<file path="src/hw/rtl/rgbup_pkg.sv">
// ----------------------------------------------------------------------------
// rgbup_pkg
// Shared constants, command/status structs and state type for the
// RGB565 integer upscaler.
// ----------------------------------------------------------------------------
`default_nettype none

package rgbup_pkg;

   localparam int DISPLAY_WIDTH  = 1024;
   localparam int DISPLAY_HEIGHT = 512;
   localparam int MAX_SCALE      = 8;

   localparam int SRC_W_BITS    = 11;
   localparam int SRC_H_BITS    = 10;
   localparam int X_BITS        = 10;
   localparam int Y_BITS        = 9;
   localparam int SCALE_BITS    = 4;
   localparam int OFS_BITS      = 3;
   localparam int MULT_BITS     = 16;
   localparam int PIX_BITS      = 16;
   localparam int COLOR_BITS    = 24;
   localparam int RSP_DATA_BITS = 48;
   localparam int RSP_USER_BITS = 3;
   localparam int CSR_IDX_BITS  = 2;
   localparam int CSR_DATA_BITS = 11;

   localparam logic [CSR_IDX_BITS-1:0] CSR_SRC_WIDTH  = 2'd0;
   localparam logic [CSR_IDX_BITS-1:0] CSR_SRC_HEIGHT = 2'd1;

   typedef enum logic [2:0] {
      ST_IDLE,
      ST_SCALE,
      ST_BASE,
      ST_POS,
      ST_EMIT,
      ST_ERROR
   } state_type;

   typedef struct packed {
      logic load_pixel;
      logic calc_scale;
      logic calc_base;
      logic calc_pos;
      logic emit;
      logic emit_err;
   } cmd_type;

   typedef struct packed {
      logic frame_start;
      logic geom_bad;
      logic emit_final;
      logic slot_free;
   } sts_type;

endpackage

`default_nettype wire

</file>
<file path="src/hw/rtl/rgbup_datapath.sv">
// ----------------------------------------------------------------------------
// rgbup_datapath
// Geometry registers, scale and offset calculation, source position
// counters, write-address generation and the output register.
// ----------------------------------------------------------------------------
`default_nettype none

module rgbup_datapath
   import rgbup_pkg::*;
(
   input  wire logic                     clock,
   input  wire logic                     reset,
   input  wire logic                     csr_we,
   input  wire logic [CSR_IDX_BITS-1:0]  csr_index,
   input  wire logic [CSR_DATA_BITS-1:0] csr_wdata,
   input  wire logic [PIX_BITS-1:0]      req_tdata,
   input  wire logic                     rsp_tready,
   output logic                          rsp_tvalid,
   output logic [RSP_DATA_BITS-1:0]      rsp_tdata,   // write_x, write_y, color_out
   output logic [RSP_USER_BITS-1:0]      rsp_tuser,   // buffer_select, error_flag, frame_done
   output logic                          rsp_tlast,
   input  wire cmd_type                  cmd,
   output sts_type                       sts
);

   logic [SRC_W_BITS-1:0] width_ff, width_in;
   logic [SRC_H_BITS-1:0] height_ff, height_in;
   logic [X_BITS-1:0]     col_ff, col_in;
   logic [Y_BITS-1:0]     row_ff, row_in;
   logic                  bb_ff, bb_in;
   logic [SCALE_BITS-1:0] scale_ff, scale_in;
   logic [X_BITS-1:0]     base_x_ff, base_x_in;
   logic [Y_BITS-1:0]     base_y_ff, base_y_in;
   logic [X_BITS-1:0]     bx_ff, bx_in;
   logic [Y_BITS-1:0]     by_ff, by_in;
   logic [OFS_BITS-1:0]   dx_ff, dx_in;
   logic [OFS_BITS-1:0]   dy_ff, dy_in;
   logic [COLOR_BITS-1:0] color_ff, color_in;

   logic                     out_valid_ff, out_valid_in;
   logic [RSP_DATA_BITS-1:0] out_data_ff, out_data_in;
   logic [RSP_USER_BITS-1:0] out_user_ff, out_user_in;
   logic                     out_last_ff, out_last_in;

   logic [SCALE_BITS-1:0] fit_count;
   logic [MULT_BITS-1:0]  xprod, yprod;
   logic [MULT_BITS-1:0]  xpos_prod, ypos_prod;
   logic                  col_end, row_end;
   logic                  dx_end, dy_end;
   logic [4:0]            r5, b5;
   logic [5:0]            g6;

   // largest scale whose scaled image still fits both display dimensions
   always_comb begin
      fit_count = '0;
      for (int i = 1; i <= MAX_SCALE; i++) begin
         if ((MULT_BITS'(width_ff) * MULT_BITS'(i) <= MULT_BITS'(DISPLAY_WIDTH)) &&
             (MULT_BITS'(height_ff) * MULT_BITS'(i) <= MULT_BITS'(DISPLAY_HEIGHT))) begin
            fit_count = fit_count + SCALE_BITS'(1);
         end
      end
   end

   assign xprod     = MULT_BITS'(width_ff) * MULT_BITS'(scale_ff);
   assign yprod     = MULT_BITS'(height_ff) * MULT_BITS'(scale_ff);
   assign xpos_prod = MULT_BITS'(col_ff) * MULT_BITS'(scale_ff);
   assign ypos_prod = MULT_BITS'(row_ff) * MULT_BITS'(scale_ff);

   assign col_end = (SRC_W_BITS'(col_ff) + SRC_W_BITS'(1)) >= width_ff;
   assign row_end = (SRC_H_BITS'(row_ff) + SRC_H_BITS'(1)) >= height_ff;
   assign dx_end  = (SCALE_BITS'(dx_ff) + SCALE_BITS'(1)) == scale_ff;
   assign dy_end  = (SCALE_BITS'(dy_ff) + SCALE_BITS'(1)) == scale_ff;

   assign r5 = req_tdata[15:11];
   assign g6 = req_tdata[10:5];
   assign b5 = req_tdata[4:0];

   assign sts.frame_start = (col_ff == '0) && (row_ff == '0);
   assign sts.geom_bad    = (width_ff == '0) || (height_ff == '0) || (fit_count == '0);
   assign sts.emit_final  = dx_end && dy_end;
   assign sts.slot_free   = !out_valid_ff || rsp_tready;

   always_comb begin
      width_in  = width_ff;
      height_in = height_ff;
      col_in    = col_ff;
      row_in    = row_ff;
      bb_in     = bb_ff;
      scale_in  = scale_ff;
      base_x_in = base_x_ff;
      base_y_in = base_y_ff;
      bx_in     = bx_ff;
      by_in     = by_ff;
      dx_in     = dx_ff;
      dy_in     = dy_ff;
      color_in  = color_ff;

      out_valid_in = out_valid_ff && !rsp_tready;
      out_data_in  = out_data_ff;
      out_user_in  = out_user_ff;
      out_last_in  = out_last_ff;

      if (csr_we) begin
         if (csr_index == CSR_SRC_WIDTH) begin
            width_in = csr_wdata;
            col_in   = '0;
            row_in   = '0;
         end else if (csr_index == CSR_SRC_HEIGHT) begin
            height_in = csr_wdata[SRC_H_BITS-1:0];
            col_in    = '0;
            row_in    = '0;
         end
      end

      if (cmd.load_pixel) begin
         color_in = {r5, r5[4:2], g6, g6[5:4], b5, b5[4:2]};
      end

      if (cmd.calc_scale) begin
         scale_in = fit_count;
      end

      if (cmd.calc_base) begin
         base_x_in = X_BITS'((MULT_BITS'(DISPLAY_WIDTH) - xprod) >> 1);
         base_y_in = Y_BITS'((MULT_BITS'(DISPLAY_HEIGHT) - yprod) >> 1);
      end

      if (cmd.calc_pos) begin
         bx_in = base_x_ff + xpos_prod[X_BITS-1:0];
         by_in = base_y_ff + ypos_prod[Y_BITS-1:0];
         dx_in = '0;
         dy_in = '0;
      end

      if (cmd.emit) begin
         out_valid_in = 1'b1;
         out_data_in  = RSP_DATA_BITS'({color_ff,
                                        by_ff + Y_BITS'(dy_ff),
                                        bx_ff + X_BITS'(dx_ff)});
         out_user_in  = {sts.emit_final && col_end && row_end, 1'b0, bb_ff};
         out_last_in  = sts.emit_final;
         if (dx_end) begin
            dx_in = '0;
            dy_in = dy_ff + OFS_BITS'(1);
         end else begin
            dx_in = dx_ff + OFS_BITS'(1);
         end
         if (sts.emit_final) begin
            if (col_end) begin
               col_in = '0;
               if (row_end) begin
                  row_in = '0;
                  bb_in  = !bb_ff;
               end else begin
                  row_in = row_ff + Y_BITS'(1);
               end
            end else begin
               col_in = col_ff + X_BITS'(1);
            end
         end
      end

      if (cmd.emit_err) begin
         out_valid_in = 1'b1;
         out_data_in  = '0;
         out_user_in  = {1'b0, 1'b1, bb_ff};
         out_last_in  = 1'b1;
      end
   end

   always_ff @(posedge clock) begin
      if (reset) begin
         width_ff     <= '0;
         height_ff    <= '0;
         col_ff       <= '0;
         row_ff       <= '0;
         bb_ff        <= 1'b1;
         scale_ff     <= '0;
         base_x_ff    <= '0;
         base_y_ff    <= '0;
         out_valid_ff <= 1'b0;
      end else begin
         width_ff     <= width_in;
         height_ff    <= height_in;
         col_ff       <= col_in;
         row_ff       <= row_in;
         bb_ff        <= bb_in;
         scale_ff     <= scale_in;
         base_x_ff    <= base_x_in;
         base_y_ff    <= base_y_in;
         out_valid_ff <= out_valid_in;
      end
   end

   always_ff @(posedge clock) begin
      bx_ff       <= bx_in;
      by_ff       <= by_in;
      dx_ff       <= dx_in;
      dy_ff       <= dy_in;
      color_ff    <= color_in;
      out_data_ff <= out_data_in;
      out_user_ff <= out_user_in;
      out_last_ff <= out_last_in;
   end

   assign rsp_tvalid = out_valid_ff;
   assign rsp_tdata  = out_data_ff;
   assign rsp_tuser  = out_user_ff;
   assign rsp_tlast  = out_last_ff;

endmodule

`default_nettype wire

</file>
<file path="src/hw/rtl/rgbup_ctrl.sv">
// ----------------------------------------------------------------------------
// rgbup_ctrl
// Sequencer: pixel accept, frame setup, block position, write loop and error write.
// ----------------------------------------------------------------------------
`default_nettype none

module rgbup_ctrl
   import rgbup_pkg::*;
(
   input  wire logic    clock,
   input  wire logic    reset,
   input  wire logic    req_tvalid,
   output logic         req_tready,
   input  wire sts_type sts,
   output cmd_type      cmd
);

   state_type state_ff, state_in;

   always_comb begin
      state_in = state_ff;
      case (state_ff)
         ST_IDLE: begin
            if (req_tvalid) begin
               state_in = sts.frame_start ? ST_SCALE : ST_POS;
            end
         end
         ST_SCALE: begin
            state_in = sts.geom_bad ? ST_ERROR : ST_BASE;
         end
         ST_BASE: begin
            state_in = ST_POS;
         end
         ST_POS: begin
            state_in = ST_EMIT;
         end
         ST_EMIT: begin
            if (sts.slot_free && sts.emit_final) begin
               state_in = ST_IDLE;
            end
         end
         ST_ERROR: begin
            if (sts.slot_free) begin
               state_in = ST_IDLE;
            end
         end
         default: begin
            state_in = ST_IDLE;
         end
      endcase
   end

   always_comb begin
      req_tready     = 1'b0;
      cmd            = '0;
      case (state_ff)
         ST_IDLE: begin
            req_tready     = 1'b1;
            cmd.load_pixel = req_tvalid;
         end
         ST_SCALE: begin
            cmd.calc_scale = !sts.geom_bad;
         end
         ST_BASE: begin
            cmd.calc_base = 1'b1;
         end
         ST_POS: begin
            cmd.calc_pos = 1'b1;
         end
         ST_EMIT: begin
            cmd.emit = sts.slot_free;
         end
         ST_ERROR: begin
            cmd.emit_err = sts.slot_free;
         end
         default: begin
            cmd = '0;
         end
      endcase
   end

   always_ff @(posedge clock) begin
      if (reset) begin
         state_ff <= ST_IDLE;
      end else begin
         state_ff <= state_in;
      end
   end

endmodule

`default_nettype wire

</file>
<file path="src/hw/rtl/rgb565_integer_upscaler.sv">
// After a pixel transfer the sequencer steps through ST_POS and ST_EMIT, on the first
//   pixel of a frame through ST_SCALE, ST_BASE, ST_POS and ST_EMIT, on a bad geometry
//   through ST_SCALE and ST_ERROR. Writes leave from the output register; each pixel
//   yields scale*scale writes, one framebuffer write per cycle unless the output stalls,
//   and no pixel is taken until the loop ends; bad geometry yields one error write.
// Reset (synchronous, active high) clears geometry and position, selects buffer 1.
// ----------------------------------------------------------------------------
// rgb565_integer_upscaler
// Nearest-neighbor integer upscale of RGB565 pixels into centered RGB888
// framebuffer writes, with double-buffer select toggling per frame.
// ----------------------------------------------------------------------------
`default_nettype none

module rgb565_integer_upscaler
   import rgbup_pkg::*;
(
   input  wire logic                     clock,
   input  wire logic                     reset,
   input  wire logic                     csr_we,
   input  wire logic [CSR_IDX_BITS-1:0]  csr_index,
   input  wire logic [CSR_DATA_BITS-1:0] csr_wdata,
   input  wire logic                     req_tvalid,
   output logic                          req_tready,
   input  wire logic [PIX_BITS-1:0]      req_tdata,   // pixel_in
   output logic                          rsp_tvalid,
   input  wire logic                     rsp_tready,
   output logic [RSP_DATA_BITS-1:0]      rsp_tdata,   // write_x, write_y, color_out
   output logic [RSP_USER_BITS-1:0]      rsp_tuser,   // buffer_select, error_flag, frame_done
   output logic                          rsp_tlast
);

   cmd_type cmd;
   sts_type sts;

   rgbup_ctrl u_ctrl (
      .clock      (clock),
      .reset      (reset),
      .req_tvalid (req_tvalid),
      .req_tready (req_tready),
      .sts        (sts),
      .cmd        (cmd)
   );

   rgbup_datapath u_datapath (
      .clock      (clock),
      .reset      (reset),
      .csr_we     (csr_we),
      .csr_index  (csr_index),
      .csr_wdata  (csr_wdata),
      .req_tdata  (req_tdata),
      .rsp_tready (rsp_tready),
      .rsp_tvalid (rsp_tvalid),
      .rsp_tdata  (rsp_tdata),
      .rsp_tuser  (rsp_tuser),
      .rsp_tlast  (rsp_tlast),
      .cmd        (cmd),
      .sts        (sts)
   );

endmodule

`default_nettype wire
</file>
<file path="config.mk">
export PLATFORM = sky130hd
export DESIGN_NAME = rgb565_integer_upscaler
export DESIGN_NICKNAME = d
export VERILOG_FILES = /design/src/hw/rtl/rgbup_pkg.sv /design/src/hw/rtl/rgbup_datapath.sv /design/src/hw/rtl/rgbup_ctrl.sv /design/src/hw/rtl/rgb565_integer_upscaler.sv
export SDC_FILE = /design/constraint.sdc
export NUM_CORES = 1
export LEC_CHECK = 0
export BUFFER_PORTS_ARGS = -buffer_cell sky130_fd_sc_hd__buf_4
export CORE_ASPECT_RATIO = 0.9
export CORE_MARGIN = 3
export CORE_UTILIZATION = 29
export CTS_CLUSTER_SIZE = 28
export DETAILED_ROUTE_END_ITERATION = 7
export GPL_TIMING_DRIVEN = 0
export PLACE_DENSITY = 0.51
export SYNTH_ARGS = -nofsm -noshare
export SYNTH_HDL_FRONTEND = slang
export SYNTH_HIERARCHICAL = 1
export SYNTH_SLANG_ARGS = --single-unit
</file>
<file path="constraint.sdc">
create_clock -name clock -period 7.85 [get_ports clock]
set_input_delay 0.3925 -clock clock [delete_from_list [all_inputs] [get_ports clock]]
set_output_delay 0.3925 -clock clock [all_outputs]
set_load 0.03 [all_outputs]
</file>
==> PnR_summary.wiki <==
{| class="wikitable"
! Metric !! Value
|-
| Number of flip-flops and latches in the synthesized netlist || 148
|-
| Chip Width || 244.2 um
|-
| Top-level port count || 88
|-
| Top achievable clock speed || 0.1352 GHz
|-
| Placeable core region || 49,810 sq um
|-
| Kind of end point of the critical path || flip-flop
|-
| Number of port buffers || 82
|-
| End of the worst register-to-register path || u_datapath/scale_ff[3]
|-
| Final Hold Fails || 0
|-
| Library cell occupying the most area in the post-synthesis netlist || sky130_fd_sc_hd__ha_1
|-
| Normalized max-slew margin || 17.81%
|-
| Clk_lat worst skew || 0.43 ns
|-
| Largest net degree at the start of global routing || 24
|-
| Hold wc startpoint || req_tdata[4]
|-
| Peak supply drop || 184.3 uV
|-
| Max Buffers Root-to-Sink || 2
|-
| Classification of the worst setup path || flip-flop to flip-flop
|-
| Total global-route track usage || 14.53%
|-
| Post-route minimum period || 7.397 ns
|-
| Clock tree from TritonCTS || done
|-
| Nets@finish || 2,104
|-
| Cell with the largest stage delay on the worst path || sky130_fd_sc_hd__dfxtp_1
|-
| Crit share post-route || 94.23%
|-
| Floorplan die area || 53,810 sq um
|-
| Number of clock sinks || 148
|-
| RSZ-0062 raised after global routing || false
|-
| Number of gates given a new drive strength after cts || 2
|-
| GRT overflow || 0
|-
| Worst-margin pin slew || 1.225 ns
|-
| Core Rows || 77
|-
| Data required time of the critical path || 8.17 ns
|-
| Worst Path Arrival || 7.72 ns
|-
| Final setup violation count || 0
|-
| Leak pwr || 7.212 nW
|-
| Area growth syn-to-layout || 13.98%
|-
| Sequential element share of the synthesized area || 22.65%
|-
| Power density over the cells || 207.1 nW/um^2
|-
| Synth cell count leaders || sky130_fd_sc_hd__ha_1 (203), sky130_fd_sc_hd__nand2_1 (192), sky130_fd_sc_hd__inv_1 (147), sky130_fd_sc_hd__nor2_1 (131), sky130_fd_sc_hd__dfxtp_1 (109)
|-
| Internal reg-to-reg setup slack || 0.45 ns
|-
| Effective utilization at floorplan || 29.73%
|-
| Routed wire length per instance || 15.55 um
|-
| Worst r2r src || u_datapath/height_ff[0]
|-
| Total of hold buffers inserted after clock tree synthesis || 0
|-
| Number of search-and-repair iterations in the first detailed-routing pass || 5
|-
| Post-detailed-route DRC marker count || 0
|-
| Detailed router's first-iteration violation count || 614
|-
| Post-layout power || 0.003495 W
|-
| H-Tree Depth || 4
|-
| Largest stage delay, worst path || 0.79 ns
|-
| Wire length of the first global-routing pass || 62.61 mm
|-
| Instance count of the mapped netlist || 1,670
|-
| Flip-flop cell with the highest count after synthesis || sky130_fd_sc_hd__dfxtp_1
|-
| Cell count of the worst hold path || 1
|-
| Count of synthesis-stage warnings from yosys || 6
|-
| Number of antenna violations at the first check in global routing || 0
|-
| Max-Cap Viols || 0
|-
| Fraction of synthesized cell area taken by the top area cell type || 17.15%
|-
| Routability Congestion || 0.8482
|-
| CP startpoint kind || flip-flop
|-
| Top cells by area in the synthesized netlist || sky130_fd_sc_hd__ha_1 (17%), sky130_fd_sc_hd__dfxtp_1 (15%), sky130_fd_sc_hd__fa_1 (12%)
|-
| Setup fix buffers added after clock tree synthesis || 0
|-
| Vias per Instance || 4.778
|-
| Result of the run || finished clean
|-
| Avg Cell Area, Syn || 8.866 sq um
|-
| Count of cell types in the netlist || 85
|-
| Cell at the root of the clock tree || sky130_fd_sc_hd__clkbuf_16
|-
| Top cell by count, worst path || sky130_fd_sc_hd__ha_1
|-
| Post-synth design cell area || 14,810 sq um
|-
| Remaining antenna violation count || 0
|-
| Die Ht || 220.4 um
|-
| Count of pins over their slew limit || 0
|-
| Clock transition at the registers of the reported paths || 0.07 ns
|-
| Total CTS buffers || 17
|-
| Share of flip-flops with an asynchronous set or reset || 0%
|-
| Critical Path Fanout Max || 11
|-
| Layout Skew || 0.01898 ns
|-
| Post-detailed-routing wire length || 38.23 mm
|-
| Via count of the first global-routing pass || 11.83k
|-
| Via count || 11.74k
|-
| Sum of negative setup slack || 0 ns
|-
| Half-perimeter wire length after detailed placement || 30.21 mm
|-
| Path category of the worst min-delay check || primary input to flip-flop
|-
| Fraction of layout instances using a drive strength above 1 || 10.07%
|-
| End point of the worst hold path || u_datapath/color_ff[7]
|-
| R2r worst-path depth || 30
|-
| Most numerous cell in the Yosys netlist || sky130_fd_sc_hd__ha_1
|-
| Diode count || 0
|-
| EDFF count, synth || 39
|}
[state kept, by name, summed over array words and instances, names as in the netlist, 4 cells and up]
register / count
u_datapath/color_ff: 16
u_datapath/scale_ff: 4
u_datapath/base_y_ff: 9
u_datapath/base_x_ff: 10
u_datapath/width_ff: 11
u_datapath/bx_ff: 10
u_datapath/height_ff: 10
u_datapath/row_ff: 9
u_datapath/by_ff: 9
u_datapath/col_ff: 10
u_datapath/rsp_tdata: 35
[final cells by class]
| type | count | area, sq um |
|---|---|---|
| fill | 5187 | 32930 |
| multi-input combinational | 1303 | 10580 |
| inverter | 148 | 555.5 |
| clock inverter | 11 | 127.6 |
| sequential | 148 | 3371 |
| buffer | 75 | 351.6 |
| tap | 671 | 839.6 |
| clock buffer | 20 | 436.7 |
| timing repair buffer | 82 | 615.6 |
[cell families after synthesis]
family                     count (synthesis)  share of synthesized area (%)
DFF                                      148                          22.65
buffers and inverters                    223                          6.118
muxes                                     41                          2.789
AOI/OAI and AO/OA                        311                          14.32
xor gates and xnor gates                 117                          7.259
adders and majority gates                296                          29.66
and+or+nand+nor                          533                          17.18
other                                      1                        0.02533
[power by group]
group	switching, W	total, W	internal [W]
Sequential	0.000107	0.00106	0.000952
Clock	0.000341	0.000810	0.000469
Combinational	0.000982	0.00163	0.000643
Total	0.00143	0.00350	0.00207
[metal layers]
layer	track usage (%)	up-vias	share of wire (%)
met4	2.771	0	0.94
met1	20.06	5603	49
met2	24.04	218	45
li1	-	5904	-
met3	2.532	19	5.1
met5	0	-	0
[metrics by stage]
step	instance area [sq um]	setup WS, ns	instances	utilization [%]	hold slack (ns)
floorplan	14820	1.355	1674	-	0.4172
global placement	16280	-0.02872	2427	32.68	0.4400
detailed placement	16280	0.01202	2427	32.68	0.4660
CTS	16840	0.001214	2458	33.82	0.1063
global route	16880	0.002453	2458	33.88	0.1056
finish	16880	0.4528	2458	33.88	0.1304
[how the worst max path moves through the flow]
stage                                       start                      to  slack [ns]  depth (start not counted)
after global routing      u_datapath/height_ff[7]  u_datapath/scale_ff[3]       0.002                         31
after floorplan           u_datapath/height_ff[7]  u_datapath/scale_ff[0]        1.36                         30
after global placement    u_datapath/height_ff[7]  u_datapath/scale_ff[1]       -0.03                         30
after detailed placement  u_datapath/height_ff[7]  u_datapath/scale_ff[1]        0.01                         30
after CTS                 u_datapath/height_ff[2]  u_datapath/scale_ff[1]       0.001                         30
final                     u_datapath/height_ff[0]  u_datapath/scale_ff[3]        0.45                         30
[critical path, delay by kind of cell (launching register included)]
| kind | cells | cell delay (ns) |
|---|---|---|
| flip-flops | 1 | 0.79 |
| XOR/XNOR | 3 | 0.72 |
| AO/OA/AOI/OAI | 9 | 1.96 |
| AND/OR/NAND/NOR | 10 | 2.35 |
| adder cells (fa/ha/maj) | 4 | 1.08 |
| multiplexers | 1 | 0.11 |
| buffers and inverters | 3 | 0.28 |
[placed cells by master, fill, tap and decap left out, drive strengths merged, types with 6 or more instances in the layout]
cell,n
nor4,9
inv,151
xor2,38
a31oi,8
nor3b,7
xnor2,77
fa,92
o21ai,38
edfxtp,39
a21oi,97
or3,7
o211ai,9
o21bai,15
nand2,192
or2,16
a21o,42
clkbuf,71
nand4,11
and3,10
a211oi,28
nor2b,20
o21a,13
mux2i,39
and2,42
nor3,17
nand3,38
ha,203
a22oi,6
buf,106
nand2b,13
dfxtp,109
nor2,132
Note: power is estimated with default switching activity, not from simulation.
